`src/ptu_pkg.sv`:
```
// Shared types and constants for the particle table update block.
// Used by the controller, the datapath and the arithmetic unit.
// No dependencies.
package ptu_pkg;

    localparam int            ABSORB_FRAME = 60;
    localparam logic [20:0]   CHASE_RESET  = 21'd13107;

    // item function codes
    typedef enum logic [1:0] {
        FUNC_ADD       = 2'd0,
        FUNC_TICK      = 2'd1,
        FUNC_TICK_HALF = 2'd2,
        FUNC_NONE      = 2'd3
    } t_func;

    // motion modes
    typedef enum logic [1:0] {
        MODE_NORMAL = 2'd0,
        MODE_ABSORB = 2'd1,
        MODE_FOLLOW = 2'd2,
        MODE_CHASE  = 2'd3
    } t_mode;

    // configuration register indexes
    localparam logic [1:0] CFG_MODE  = 2'd0;
    localparam logic [1:0] CFG_DELAY = 2'd1;
    localparam logic [1:0] CFG_STEP  = 2'd2;

    // arithmetic unit operations
    typedef enum logic [1:0] {
        AOP_MUL  = 2'd0,
        AOP_DIV  = 2'd1,
        AOP_SQRT = 2'd2
    } t_aop;

    // operand selection for the arithmetic unit
    typedef enum logic [2:0] {
        ASEL_SQ   = 3'd0,
        ASEL_SQRT = 3'd1,
        ASEL_MVM  = 3'd2,
        ASEL_MVD  = 3'd3,
        ASEL_SCM  = 3'd4,
        ASEL_SCD  = 3'd5
    } t_asel;

    // one table entry as held in memory
    typedef struct packed {
        logic [2:0][31:0] pos;
        logic [2:0][31:0] vel;
        logic [2:0][31:0] sav;
        logic [2:0][31:0] acc;
        logic [31:0]      scale;
        logic [15:0]      frame;
        logic [15:0]      life;
    } t_entry;

    // controller to datapath
    typedef struct packed {
        logic  accept;
        logic  add_wr;
        logic  tick_init;
        logic  rd;
        logic  ld;
        logic  diff;
        logic  sq_acc;
        logic  dist_ld;
        logic  mv_apply;
        logic  vel;
        logic  pos;
        logic  scale;
        logic  emit;
        logic  next;
        logic  flush;
        logic  ar_start;
        t_asel ar_sel;
        logic [1:0] axis;
    } t_cmd;

    // datapath to controller
    typedef struct packed {
        logic full;
        logic empty;
        logic alive;
        logic euler;
        logic chase_go;
        logic big;
        logic last_rd;
        logic pend_valid;
        logic out_free;
        logic ar_done;
    } t_stat;

endpackage

```
`src/ptu_ctrl.sv`:
```
// Controller: sequences adds, the tick walk over the table and the
// per-entry update steps on the shared arithmetic unit.
// Depends on ptu_pkg.
module ptu_ctrl (
    input  logic           i_clk,
    input  logic           i_rst_n,
    input  logic           i_valid,
    input  logic [1:0]     i_func,
    output logic           o_ready,
    input  ptu_pkg::t_stat i_stat,
    output ptu_pkg::t_cmd  o_cmd
);
    import ptu_pkg::*;

    typedef enum logic [17:0] {
        S_IDLE  = 18'h00001,
        S_ADD   = 18'h00002,
        S_RD    = 18'h00004,
        S_LD    = 18'h00008,
        S_CHK   = 18'h00010,
        S_VEL   = 18'h00020,
        S_POS   = 18'h00040,
        S_DIFF  = 18'h00080,
        S_SQ    = 18'h00100,
        S_CMP   = 18'h00200,
        S_SQRT  = 18'h00400,
        S_MVM   = 18'h00800,
        S_MVD   = 18'h01000,
        S_SCM   = 18'h02000,
        S_SCD   = 18'h04000,
        S_EMIT  = 18'h08000,
        S_NEXT  = 18'h10000,
        S_FLUSH = 18'h20000
    } t_state;

    t_state     r_state, n_state;
    logic [1:0] r_axis, n_axis;
    logic       r_issued, n_issued;
    logic       arith;

    always_comb begin
        n_state  = r_state;
        n_axis   = r_axis;
        o_cmd    = '0;
        o_ready  = 1'b0;
        arith    = 1'b0;
        o_cmd.axis   = r_axis;
        o_cmd.ar_sel = ASEL_SQ;
        case (r_state)
            S_IDLE: begin
                o_ready = 1'b1;
                if (i_valid) begin
                    o_cmd.accept = 1'b1;
                    case (i_func)
                        FUNC_ADD: n_state = S_ADD;
                        FUNC_TICK, FUNC_TICK_HALF: begin
                            o_cmd.tick_init = 1'b1;
                            if (!i_stat.empty) n_state = S_RD;
                        end
                        default: n_state = S_IDLE;
                    endcase
                end
            end
            S_ADD: begin
                o_cmd.add_wr = 1'b1;
                n_state      = S_IDLE;
            end
            S_RD: begin
                o_cmd.rd = 1'b1;
                n_state  = S_LD;
            end
            S_LD: begin
                o_cmd.ld = 1'b1;
                n_state  = S_CHK;
            end
            S_CHK: begin
                if (!i_stat.alive)        n_state = S_NEXT;
                else if (i_stat.euler)    n_state = S_VEL;
                else if (i_stat.chase_go) n_state = S_DIFF;
                else                      n_state = S_POS;
            end
            S_VEL: begin
                o_cmd.vel = 1'b1;
                n_state   = i_stat.euler ? S_POS : S_SCM;
            end
            S_POS: begin
                o_cmd.pos = 1'b1;
                n_state   = i_stat.euler ? S_SCM : S_VEL;
            end
            S_DIFF: begin
                o_cmd.diff = 1'b1;
                n_axis     = 2'd0;
                n_state    = S_SQ;
            end
            S_SQ: begin
                arith        = 1'b1;
                o_cmd.ar_sel = ASEL_SQ;
                if (i_stat.ar_done) begin
                    o_cmd.sq_acc = 1'b1;
                    if (r_axis == 2'd2) begin
                        n_axis  = 2'd0;
                        n_state = S_CMP;
                    end else begin
                        n_axis = r_axis + 2'd1;
                    end
                end
            end
            S_CMP: begin
                n_state = i_stat.big ? S_SQRT : S_VEL;
            end
            S_SQRT: begin
                arith        = 1'b1;
                o_cmd.ar_sel = ASEL_SQRT;
                if (i_stat.ar_done) begin
                    o_cmd.dist_ld = 1'b1;
                    n_state       = S_MVM;
                end
            end
            S_MVM: begin
                arith        = 1'b1;
                o_cmd.ar_sel = ASEL_MVM;
                if (i_stat.ar_done) n_state = S_MVD;
            end
            S_MVD: begin
                arith        = 1'b1;
                o_cmd.ar_sel = ASEL_MVD;
                if (i_stat.ar_done) begin
                    o_cmd.mv_apply = 1'b1;
                    if (r_axis == 2'd2) begin
                        n_axis  = 2'd0;
                        n_state = S_VEL;
                    end else begin
                        n_axis  = r_axis + 2'd1;
                        n_state = S_MVM;
                    end
                end
            end
            S_SCM: begin
                arith        = 1'b1;
                o_cmd.ar_sel = ASEL_SCM;
                if (i_stat.ar_done) n_state = S_SCD;
            end
            S_SCD: begin
                arith        = 1'b1;
                o_cmd.ar_sel = ASEL_SCD;
                if (i_stat.ar_done) begin
                    o_cmd.scale = 1'b1;
                    n_state     = S_EMIT;
                end
            end
            S_EMIT: begin
                if (!i_stat.pend_valid || i_stat.out_free) begin
                    o_cmd.emit = 1'b1;
                    n_state    = S_NEXT;
                end
            end
            S_NEXT: begin
                o_cmd.next = 1'b1;
                n_state    = i_stat.last_rd ? S_FLUSH : S_RD;
            end
            S_FLUSH: begin
                if (!i_stat.pend_valid || i_stat.out_free) begin
                    o_cmd.flush = 1'b1;
                    n_state     = S_IDLE;
                end
            end
            default: n_state = S_IDLE;
        endcase

        // start the shared unit once per arithmetic operation
        o_cmd.ar_start = arith && !r_issued;
        n_issued       = r_issued;
        if (o_cmd.ar_start)  n_issued = 1'b1;
        if (i_stat.ar_done)  n_issued = 1'b0;
    end

    always_ff @(posedge i_clk) begin
        if (!i_rst_n) begin
            r_state  <= S_IDLE;
            r_axis   <= 2'd0;
            r_issued <= 1'b0;
        end else begin
            r_state  <= n_state;
            r_axis   <= n_axis;
            r_issued <= n_issued;
        end
    end
endmodule

```
`config.mk`:
```
export PLATFORM = sky130hd
export DESIGN_NAME = ptu_ctrl
export DESIGN_NICKNAME = d
export VERILOG_FILES = /design/src/ptu_pkg.sv /design/src/ptu_ctrl.sv
export SDC_FILE = /design/constraint.sdc
export NUM_CORES = 1
export LEC_CHECK = 0
export BUFFER_PORTS_ARGS = -buffer_cell sky130_fd_sc_hd__clkbuf_2
export CORE_MARGIN = 5
export CORE_UTILIZATION = 25
export CTS_CLUSTER_SIZE = 12
export DETAILED_ROUTE_END_ITERATION = 10
export GPL_TIMING_DRIVEN = 0
export PLACE_DENSITY = 0.48
export SYNTH_ARGS = -nofsm -noshare
export SYNTH_HDL_FRONTEND = slang
export SYNTH_SLANG_ARGS = --single-unit
export TNS_END_PERCENT = 100
```
`constraint.sdc`:
```
create_clock -name i_clk -period 4.7 [get_ports i_clk]
set_input_delay 0.47 -clock i_clk [delete_from_list [all_inputs] [get_ports i_clk]]
set_output_delay 0.47 -clock i_clk [all_outputs]
set_load 0.01 [all_outputs]
```
# Yosys cells after proc, flatten, opt, wreduce, memory -nomap -nowiden

Index checks and enable logic that the tools add are counted.

Bits in registers: 21
Bits of input ports: 15
Output and inout port bits: 22
Word-level logic and storage cells: 97

Add/subtract/negate cells: 1
Equal/unequal tests: 33
Multiplexer cells: 47
Bitwise gates (word level): 1
Reduce and logical (&&, ||, !) cells: 12

Operators by type and width:

| cell                                                                     | count |
|---|---|
| 18-bit one-hot mux with 17 select lines                                  | 1 |
| 18-bit 2-to-1 mux                                                        | 14 |
| 18-bit one-hot mux with 2 select lines                                   | 1 |
| 14-bit 2-to-1 mux                                                        | 2 |
| 1-bit 2-to-1 mux                                                         | 22 |
| 2-bit != test (second input constant)                                    | 10 |
| 18-bit by 1-bit equality test with 1-bit output (second input constant)  | 1 |
| 18-bit by 10-bit equality test with 1-bit output (second input constant) | 1 |
| 18-bit by 11-bit equality test with 1-bit output (second input constant) | 1 |
| 18-bit by 12-bit equality test with 1-bit output (second input constant) | 1 |
| 18-bit by 13-bit equality test with 1-bit output (second input constant) | 1 |
| 18-bit by 14-bit equality test with 1-bit output (second input constant) | 1 |
| 18-bit by 15-bit equality test with 1-bit output (second input constant) | 1 |
| 18-bit by 16-bit equality test with 1-bit output (second input constant) | 1 |
| 18-bit by 17-bit equality test with 1-bit output (second input constant) | 1 |
| 18-bit equality test (second input constant)                             | 1 |
| 18-bit by 2-bit equality test with 1-bit output (second input constant)  | 1 |
| 18-bit by 3-bit equality test with 1-bit output (second input constant)  | 1 |
| 18-bit by 4-bit equality test with 1-bit output (second input constant)  | 1 |
| 18-bit by 5-bit equality test with 1-bit output (second input constant)  | 1 |
| 18-bit by 6-bit equality test with 1-bit output (second input constant)  | 1 |
| 18-bit by 7-bit equality test with 1-bit output (second input constant)  | 1 |
| 18-bit by 8-bit equality test with 1-bit output (second input constant)  | 1 |
| 18-bit by 9-bit equality test with 1-bit output (second input constant)  | 1 |
| other kinds (21)                                                         | 26 |

# Longest topological paths before layout

Gate-level depths: netlist of the first run.

Depth after elaboration: 5
Mapped depth: 9
Depth with buffers taken out: 8

# Worst setup path after synthesis of the first run

OpenSTA, ideal clock, no wires.

Path type: flip-flop to output port
Start: register r_state[4]
End: output o_cmd[13] in the netlist's numbering
Data arrival time: 1.984 ns
Required time: 4.230 ns
Slack: 2.246 ns
Cell stages (with the launch flop): 7
Path through: dfxtp_1 -> buf_6 -> or4_4 -> or3_1 -> or2_1 -> or3b_4 -> nor2_1

RTL lines:

| element                | RTL line        | RTL |
|---|---|---|
| from (decl)            | ptu_ctrl.sv:36  | `t_state r_state, n_state;` |
| from (signal assigned) | ptu_ctrl.sv:183 | `r_state <= n_state;` |
| to (decl)              | ptu_ctrl.sv:11  | `output ptu_pkg::t_cmd o_cmd` |

==> metrics, run 1 <==
Switching Power=~0.15 mW; total track usage=0.119; drt via density=about 5.1; final wirelength=approximately 4.3 mm; minimum clock period after layout=3.13 ns; Setup WS post-layout=1.57 ns; area grow syn2layout=21.9%; total inserted antenna cells=0; Fin. Hold Viols=0; PwrDens=~260 nW/um^2; post-synthesis cell type count=53; # fillers=600; Clock power frac=0.289; CTS tree=built; initial antenna violation count=0; # setup viols final=0; Clock transition at path regs=~0.08 ns; share of cells above drive strength 1=0.235; CP Depth=6; core area=about 5500 sq um; setup TNS=0 ns; area of the multi-input gates=between 900 and 1000 sq um; most frequent cell on the critical path=nor4_1; FMAX=around 320 MHz; Peak VDD IR=around 95 uV; final period utilization=0.667; Cell Area, Synth=1420 sq um; Sw Ratio=0.347; total gr overflow=0; static leakage=~0.74 nW; gpl congestion=between 0.8 and 0.9; CP max FO=7; Slew Limit Fails=0; critical path class=reg2out; critical-path cell with the highest stage delay=nor4_1; Starting DRT DRC Count=132; via count=1461; first-pass GRT wire length=about 6.9 mm; Worst path max stage delay=0.80 ns; Reg-to-Reg Start=r_state[12]; Slew headroom=0.408; r2r setup slk=1.80 ns; max_cap viols=0; WP data arrival=~2.7 ns; Yosys top cell area share=0.296; setup bufs post-CTS=0; FF-to-FF End=r_state[1]; FF+latch count, synth=21; Nets=between 200 and 250; DIE HEIGHT=around 85 microns; CTS sink cnt=21; Clock Latency Late Sink=between 0.2 and 0.3 ns; syn nets=between 150 and 200; R2R cell count=6; detailed placement HPWL=approximately 3.3 mm; drt drc=0; Reg area=about 420 sq um; die width=~85 microns; worst-margin pin slew=slightly below 0.9 ns; I/O pin count=37; Seq pwr share=0.427; post-DR wirelength/cell=14.8 microns; Post-CTS Resized=0; full die area=~7300 sq um; commonest non-fill, non-tap cells in the layout=clkbuf_2 (35), dfxtp_1 (21), nor2_1 (14); area leader, netlist=dfxtp_1; cts hold-fix bufs=0; ys flop type=dfxtp_1; dominant cells by area after synthesis=dfxtp_1 (30%), and3_1 (5.3%), a21boi_1 (4.2%); Ys Warns=0; CP bufs+invs=1; capturing element type of the critical path=primary output; Setup WS pre-CTS=roughly 1.8 ns; largest net degree at the start of global routing=12; vias in the first global route=between 1k and 1.5k; Seq/Total Area, Yosys=0.296; RSZ-0062 raised after global routing=false; worst path cell trace=nor4_4 > nand3_1 > nor4_1 > nor4_1 > nor2_1 > clkbuf_2; IO Port Bufs=35; cell internal pwr=between 0.2 and 0.3 mW; mean post-synth cell area=about 8 sq um; CP required=approximately 4.2 ns; Top Family by Delay on Critical Path=simple AND/OR/NAND/NOR gates; 1st-pass router iterations=4; Crit. Startpoint=r_state[12]; H-tree Lvls=1; TritonCTS Buffers=3; maximum clock path buffer count=2; Setup crit end=o_cmd[5]; cell count after synthesis=roughly 180; antenna-violating nets left=0; clock root cell=clkbuf_8; Hold/Removal Path Class=in2reg; ys async rst share=0; startpoint class of the critical path=flop; Initial Util=0.258; Core Rows=27; outcome=finished, final reports clean; Post-synth EDFFs=0; most common cell after layout, fill and taps aside=clkbuf_2; clock skew=approximately 0.0014 ns; Comb pwr share=0.284
[area by class of cell]
class / count / area share
timing repair buffer: 35 / 0.101
sequential: 21 / 0.243
multi-input combinational: 146 / 0.549
buffer: 4 / 0.0137
inverter: 7 / 0.0152
tap: 72 / 0.0521
clock buffer: 4 / 0.0260
[how the worst min path moves through the flow]
stage                 from          end  slack [ns]  depth (start not counted)
2_1_floorplan  r_state[17]  r_state[17]        0.49                          2
3_3_place_gp     r_axis[1]    r_axis[1]        0.51                          2
3_5_place_dp   r_state[17]  r_state[17]        0.52                          2
4_1_cts          i_stat[4]  r_state[10]        0.43                          3
5_1_grt          i_stat[4]  r_state[10]        0.44                          3
6_report         i_stat[3]  r_state[17]        0.43                          3
[cells in the mapped netlist, drive strengths merged, types with 4 or more instances]
| cell type | n |
|---|---|
| dfxtp | 21 |
| a21boi | 9 |
| or2 | 4 |
| or4 | 5 |
| o21ai | 11 |
| nand3 | 5 |
| nand2b | 9 |
| nand2 | 10 |
| nand4 | 5 |
| nor4 | 9 |
| a21oi | 4 |
| nor2 | 14 |
| inv | 7 |
| nor3 | 11 |
| and3 | 12 |
[registers in the layout (all words and copies together), names as in the netlist]
name	count
r_issued	1
r_state	18
r_axis	2
[power groups by stage]
stage,Combinational [mW],Sequential (mW),Clock (mW)
after floorplan,0.0852,0.191,0
after global placement,0.127,0.193,0
after detailed placement,0.126,0.193,0
after CTS,0.126,0.189,0.130
after global routing,0.141,0.190,0.136
final,0.126,0.189,0.128
[layer usage]
metal  vias up  routed length, microns  global-route usage  share of wire
met4         0                      80              0.0475          0.019
met1       669                    2200               0.167           0.51
met2        30                    1800               0.177           0.42
met3         7                     195              0.0204          0.046
met5         -                       0                   0              0
li1        755                       -                   -              -
[cell families (layout without fill, tap and decap cells)]
logic type / Yosys count / count (layout) / share of synthesized area
adders and majority gates: 2 / 2 / 0.0176
AOI/OAI and AO/OA: 38 / 38 / 0.186
DFF: 21 / 21 / 0.296
buffers and inverters: 11 / 50 / 0.0352
xor gates and xnor gates: 2 / 2 / 0.0123
and+or+nand+nor: 104 / 104 / 0.453
[per-stage QoR]
step	hold WS [ns]	power [mW]	instance area, sq um	util	std cells
finish	0.434	0.442	1730	0.314	289
global route	0.441	0.467	1730	0.314	289
CTS	0.433	0.445	1730	0.314	289
detailed placement	0.519	0.319	1690	0.306	285
global placement	0.510	0.320	1690	0.306	285
floorplan	0.487	0.276	1420	-	178
[worst reg2reg max path, stage by stage (launching register included)]
cell and delay (ns):
dfxtp_1 0.38, nor4_4 0.39, nand3_1 0.27, nor4_1 0.80, o41a_1 0.46, nor2_1 0.24
and4_1 0.25
Note: power is estimated with default switching activity, not from simulation.
==> run 2, diff against run 1 <==
- ABC_AREA: default -> 1
- PLACE_DENSITY: 0.48 -> 0.49
- clock period: 4.7 -> 2.6 ns (I/O delays scaled with it)
==> run 2 against run 1 <==
Compared with the run above: largest power group is now combinational logic; area after synthesis rose by 15%; sequential cell count did not move; sequential share of layout area fell by 2.7 points.
==> metrics, run 2 <==
biggest regs=r_state (18), r_axis (2), r_issued (1); final wirelength=4.61 mm (+8.0%); I/O pin count=37 (unchanged); ys flop type=dfxtp_1; total gr overflow=0 (unchanged); # fillers=734 (+22%); Top Family by Delay on Critical Path=simple AND/OR/NAND/NOR gates; initial antenna violation count=0 (unchanged); area of the multi-input gates=950 sq um (unchanged); Post-CTS Resized=0 (unchanged); setup TNS=0 ns (unchanged); worst path cell trace=nor2_1 > nand2_1 > nor2_4 > inv_1 > nor4_2 > clkbuf_2; WP data arrival=1.94 ns (-0.72 ns); cts hold-fix bufs=0 (unchanged); clock root cell=clkbuf_8; Post-synth EDFFs=0 (unchanged); cell count after synthesis=283 (+59%); total track usage=0.117 (-0.00137); Worst path max stage delay=0.39 ns (-0.41 ns); area grow syn2layout=19.0%; most common cell in the netlist=inv_1; FMAX=between 400 and 500 MHz; final period utilization=0.848; critical path class=reg2out; Ys Warns=0 (unchanged); commonest non-fill, non-tap cells in the layout=inv_1 (59), nor2_1 (55), nand2_1 (55); fin cells=398 (+38%); worst-margin pin slew=0.594 ns (-0.286 ns); largest net degree at the start of global routing=12 (unchanged); area leader, netlist=dfxtp_1; CTS sink cnt=21 (unchanged); Biggest register=r_state; IO Port Bufs=34 (-2.9%); Seq/Total Area, Yosys=0.257 (-0.0392); critical-path cell with the highest stage delay=nor4_2; setup bufs post-CTS=0 (unchanged); maximum clock path buffer count=2 (unchanged); minimum clock period after layout=approximately 2.2 ns; Placed Cells=394 (+38%); PwrDens=1010 nW/um^2 (+290%); gpl congestion=0.830 (-3.0%); CP bufs+invs=2 (+1); post-DR wirelength/cell=11.6 microns (-22%); drt drc=0 (unchanged); clock skew=0.00774 ns (+0.00633 ns); mean post-synth cell area=5.78 sq um (-28%); Synth top cells by count=inv_1 (59), nand2_1 (55), nor2_1 (55), nand3_1 (33), dfxtp_1 (21); capturing element type of the critical path=primary output; Cell Area, Synth=1640 sq um (+15%); die width=90.9 microns (+6.5%); most common cell after layout, fill and taps aside=inv_1; Slew headroom=0.604 (+0.196); startpoint class of the critical path=flop; ys async rst share=0 (unchanged); detailed placement HPWL=3.73 mm (+12%); antenna-violating nets left=0 (unchanged); vias in the first global route=1710 (+20%); outcome=finished, final reports clean; DIE HEIGHT=90.9 microns (+6.5%); 1st-pass router iterations=4 (unchanged); first-pass GRT wire length=8.07 mm (+16%); H-tree Lvls=1 (unchanged); RSZ-0062 raised after global routing=false; Clock Latency Late Sink=0.27 ns (about the same); number of flip-flops under the largest register name=18 (unchanged); syn nets=300 (+54%); CTS tree=built; Peak VDD IR=378 uV (+300%); Reg area=420 sq um (unchanged); full die area=8260 sq um (+13%); Clock transition at path regs=0.08 ns (about the same); total inserted antenna cells=0 (unchanged); core area=6350 sq um (+15%); Core Rows=29 (+7.4%); Nets=339 (+44%); Hold/Removal Path Class=in2reg; CP required=2.34 ns (-1.89 ns); Yosys top cell area share=0.257 (-0.0392); Slew Limit Fails=0 (unchanged); static leakage=1.11 nW (+49%); # setup viols final=0 (unchanged); TritonCTS Buffers=3 (unchanged); drt via density=4.44 (-12%); Starting DRT DRC Count=71 (-46%); FF+latch count, synth=21 (unchanged); Fin. Hold Viols=0 (unchanged); via count=1767 (+21%); Initial Util=0.258 (about the same); CP max FO=7 (unchanged); post-synthesis cell type count=29 (-45%); dominant cells by area after synthesis=dfxtp_1 (26%), inv_1 (14%), nand2_1 (13%); share of cells above drive strength 1=0.190 (-0.0450); Design Power=1.97 mW (+340%); max_cap viols=0 (unchanged)
==> run 2: cell count changes after synthesis, sizes merged, moves of 4 or more <==
cell,before,now
nand3,5,36
or2,4,0
nand2,10,60
nand2b,9,0
nor4,9,3
a21oi,4,8
nor3,11,5
and3,12,0
nor2,14,60
inv,7,62
a21boi,9,0
or4,5,0
==> run 2: kinds of logic after synthesis <==
group	synth area share
compound gates	0.0757
fa+ha+maj	0.0153
buf+inv	0.163
flops	0.257
simple gates	0.489
==> run 2: path summary, 6_finish.rpt <==
| check | start | slack (ns) | end | cells past startpoint |
|---|---|---|---|---|
| worst min-delay path | i_stat[0] | 0.16 | r_issued | 2 |
| worst max-delay path | r_state[12] | 0.40 | o_cmd[15] | 6 |
| worst max register to register | r_state[12] | 0.68 | r_axis[0] | 8 |
| worst min register to register | r_axis[1] | 0.50 | r_axis[1] | 2 |
==> run 2: metal layers <==
| metal | part of all wire | wire length, microns | track usage |
|---|---|---|---|
| met5 | 0 | 0 | 0 |
| met2 | 0.42 | 1940 | 0.174 |
| met3 | 0.045 | 208 | 0.0150 |
| met4 | 0.014 | 63 | 0.0440 |
| met1 | 0.52 | 2400 | 0.172 |
==> run 2: worst reg2reg max path, stage by stage, from the launching register on <==
cell and delay (ns):
dfxtp_1 0.33, nor2_1 0.18, nand2_1 0.20, nor2_4 0.24, inv_1 0.12, nor4_2 0.39, nor2_1 0.12, o21ai_0 0.19
nor2_1 0.05
==> run 2: cell type report <==
type,count,share of cell area
multi-input cells,195,0.487
well taps,77,0.0495
clock buffers,4,0.0231
inverters,62,0.119
flip-flops and latches,21,0.216
plain buffers,5,0.0173
repair buffers,34,0.0873
==> run 2: power by group <==
| group | total [mW] | switching, mW | internal, mW |
|---|---|---|---|
| logic | 1.30 | 0.888 | 0.416 |
| registers | 0.432 | 0.0468 | 0.385 |
| clock network | 0.232 | 0.122 | 0.110 |
| total | 1.97 | 1.06 | 0.910 |
==> run 2: metrics by stage <==
step / setup slack, ns / hold WS, ns / util / cell area (sq um)
6_report: 0.396 / 0.158 / 0.307 / 1950
5_1_grt: 0.232 / 0.148 / 0.307 / 1950
4_1_cts: 0.324 / 0.145 / 0.307 / 1950
3_5_place_dp: 0.636 / 0.439 / 0.300 / 1900
3_3_place_gp: 0.639 / 0.444 / 0.300 / 1900
2_1_floorplan: 0.986 / 0.332 / - / 1640
==> run 3, diff against run 2 <==
- PLACE_DENSITY: 0.49 -> 0.47
- clock period: 2.6 -> 2.3 ns (I/O delays scaled with it)
==> run 3 against run 2 <==
Compared with the run above: register-to-register slack worse by 0.25 ns; worst hold slack lost 0.031 ns; first-iteration DRC count rose by 73%; sequential share of layout area decreased by 0.097 points; die area is the same; clock skew down 0.0037 ns; clock power increased by 9.1%; critical path depth did not move; combinational power increased by 15%; clock-buffer cell count unchanged; cell count did not move; global-route usage down 0.056 points; critical path type unchanged; largest cell class unchanged; highest routed layer unchanged.
==> metrics, run 3 (synthesis gave the netlist of run 2 again) <==
outcome=finished, final reports clean; Slew headroom=0.642 (+0.0385); total track usage=0.117 (-0.000555); cell internal pwr=1.03 mW (+13%); Starting DRT DRC Count=123 (+73%); biggest regs=r_state (18), r_axis (2), r_issued (1); critical path class=reg2out; R2R cell count=8 (unchanged); minimum clock period after layout=between 2 and 2.5 ns; largest net degree at the start of global routing=12 (unchanged); Clock power frac=0.113 (-0.005); # setup viols final=0 (unchanged); area of the multi-input gates=958 sq um (+0.92%); Initial Util=0.258 (unchanged); fin cells=398 (unchanged); most common cell after layout, fill and taps aside=inv_1; clock root cell=clkbuf_8; critical-path cell with the highest stage delay=dfxtp_1; Clock transition at path regs=0.08 ns (about the same); Sw Ratio=0.540 (+0.00311); Slew Limit Fails=0 (unchanged); core area=6350 sq um (unchanged); die width=90.9 microns (unchanged); first-pass GRT wire length=8.05 mm (-0.26%); total gr overflow=0 (unchanged); antenna-violating nets left=0 (unchanged); 1st-pass router iterations=4 (unchanged); startpoint class of the critical path=flop; area grow syn2layout=19.6%; Hold/Removal Path Class=in2reg; CTS tree=built; TritonCTS Buffers=3 (unchanged); Core Rows=29 (unchanged); capturing element type of the critical path=primary output; IO Port Bufs=34 (unchanged); max_cap viols=0 (unchanged); RSZ-0062 raised after global routing=false; Clock Latency Late Sink=0.26 ns (about the same); FMAX=~480 MHz; Fin. Hold Viols=0 (unchanged); drt via density=4.34 (-2.3%); setup bufs post-CTS=0 (unchanged); worst path cell trace=nor2_1 > nand2_2 > nor2_4 > inv_1 > nor4_4 > clkbuf_2; worst-margin pin slew=0.536 ns (-0.0577 ns); WP data arrival=1.85 ns (-0.09 ns); maximum clock path buffer count=2 (unchanged); Peak VDD IR=441 uV (+17%); I/O pin count=37 (unchanged); CP required=2.07 ns (-0.27 ns); CTS sink cnt=21 (unchanged); Placed Cells=394 (unchanged); detailed placement HPWL=3.70 mm (-0.60%); H-tree Lvls=1 (unchanged); setup TNS=0 ns (unchanged); clock skew=0.00408 ns (-0.00366 ns); full die area=8260 sq um (unchanged); # fillers=727 (-0.95%); Reg area=420 sq um (unchanged); Biggest register=r_state; final period utilization=0.903; final wirelength=4.54 mm (-1.5%); Seq pwr share=0.218 (-0.002); share of cells above drive strength 1=0.190 (unchanged); gpl congestion=0.776 (-6.5%); Switching Power=1.21 mW (+14%); Comb pwr share=0.669 (+0.006); DIE HEIGHT=90.9 microns (unchanged); initial antenna violation count=0 (unchanged); Worst path max stage delay=0.35 ns (-0.04 ns); via count=1726 (-2.3%); drt drc=0 (unchanged); CP max FO=7 (unchanged); static leakage=1.11 nW (about the same); hold depth=2 (unchanged); total inserted antenna cells=0 (unchanged); number of flip-flops under the largest register name=18 (unchanged); commonest non-fill, non-tap cells in the layout=inv_1 (59), nor2_1 (55), nand2_1 (55); post-DR wirelength/cell=11.4 microns (-1.5%); PwrDens=1140 nW/um^2 (+13%); Nets=339 (unchanged); vias in the first global route=1706 (-0.23%)
==> run 3: cell counts in the layout (fill, tap and decap cells not counted) <==
No cell type changed its count.
==> run 3: stage by stage <==
step | hold slack (ns) | instance area (sq um) | util | worst slack (ns) | power (mW)
finish | 0.127 | 1960 | 0.308 | 0.223 | 2.24
global route | 0.121 | 1960 | 0.308 | 0.0194 | 2.50
CTS | 0.123 | 1950 | 0.307 | 0.0855 | 2.27
detailed placement | 0.408 | 1900 | 0.300 | 0.389 | 2.00
global placement | 0.416 | 1900 | 0.300 | 0.357 | 2.00
floorplan | 0.302 | 1640 | - | 0.686 | 1.61
==> run 3: worst paths after layout <==
check,startpoint,end,slack [ns]
worst max-delay path,r_state[8],o_cmd[15],0.22
worst min-delay path,i_stat[0],r_issued,0.13
worst max register to register,r_state[17],r_axis[0],0.43
worst min register to register,r_axis[1],r_axis[1],0.50
==> run 3: critical path: cells and delay by family, from the launching register on <==
family,cells,cell delay (ns)
flops,1,0.35
simple gates,4,0.89
buf+inv,2,0.34
==> run 3: final cells by class <==
| cell class | count | share of cell area |
|---|---|---|
| multi-input combinational | 195 | 0.490 |
| sequential | 21 | 0.215 |
| inverter | 62 | 0.119 |
| timing repair buffer | 34 | 0.0870 |
| tap | 77 | 0.0492 |
| clock buffer | 4 | 0.0230 |
| buffer | 5 | 0.0173 |
==> run 3: metal layers <==
layer	track usage	wire length, microns
met4	0.0330	57
met1	0.169	2400
met2	0.176	1890
met3	0.0217	201
met5	0	0
==> run 3: repair_timing <==
item                       4_1_cts  5_1_grt
resized for setup                0        1
hold buffers                     0        0
setup endpoints to repair        0        1
==> run 3: power by group through the flow <==
stage               clock, mW  sequential [mW]  combinational (mW)
CTS                     0.267            0.488                1.51
global placement            0            0.496                1.50
finish                  0.253            0.487                1.50
floorplan                   0            0.484                1.13
global route            0.284            0.500                1.72
detailed placement          0            0.497                1.50
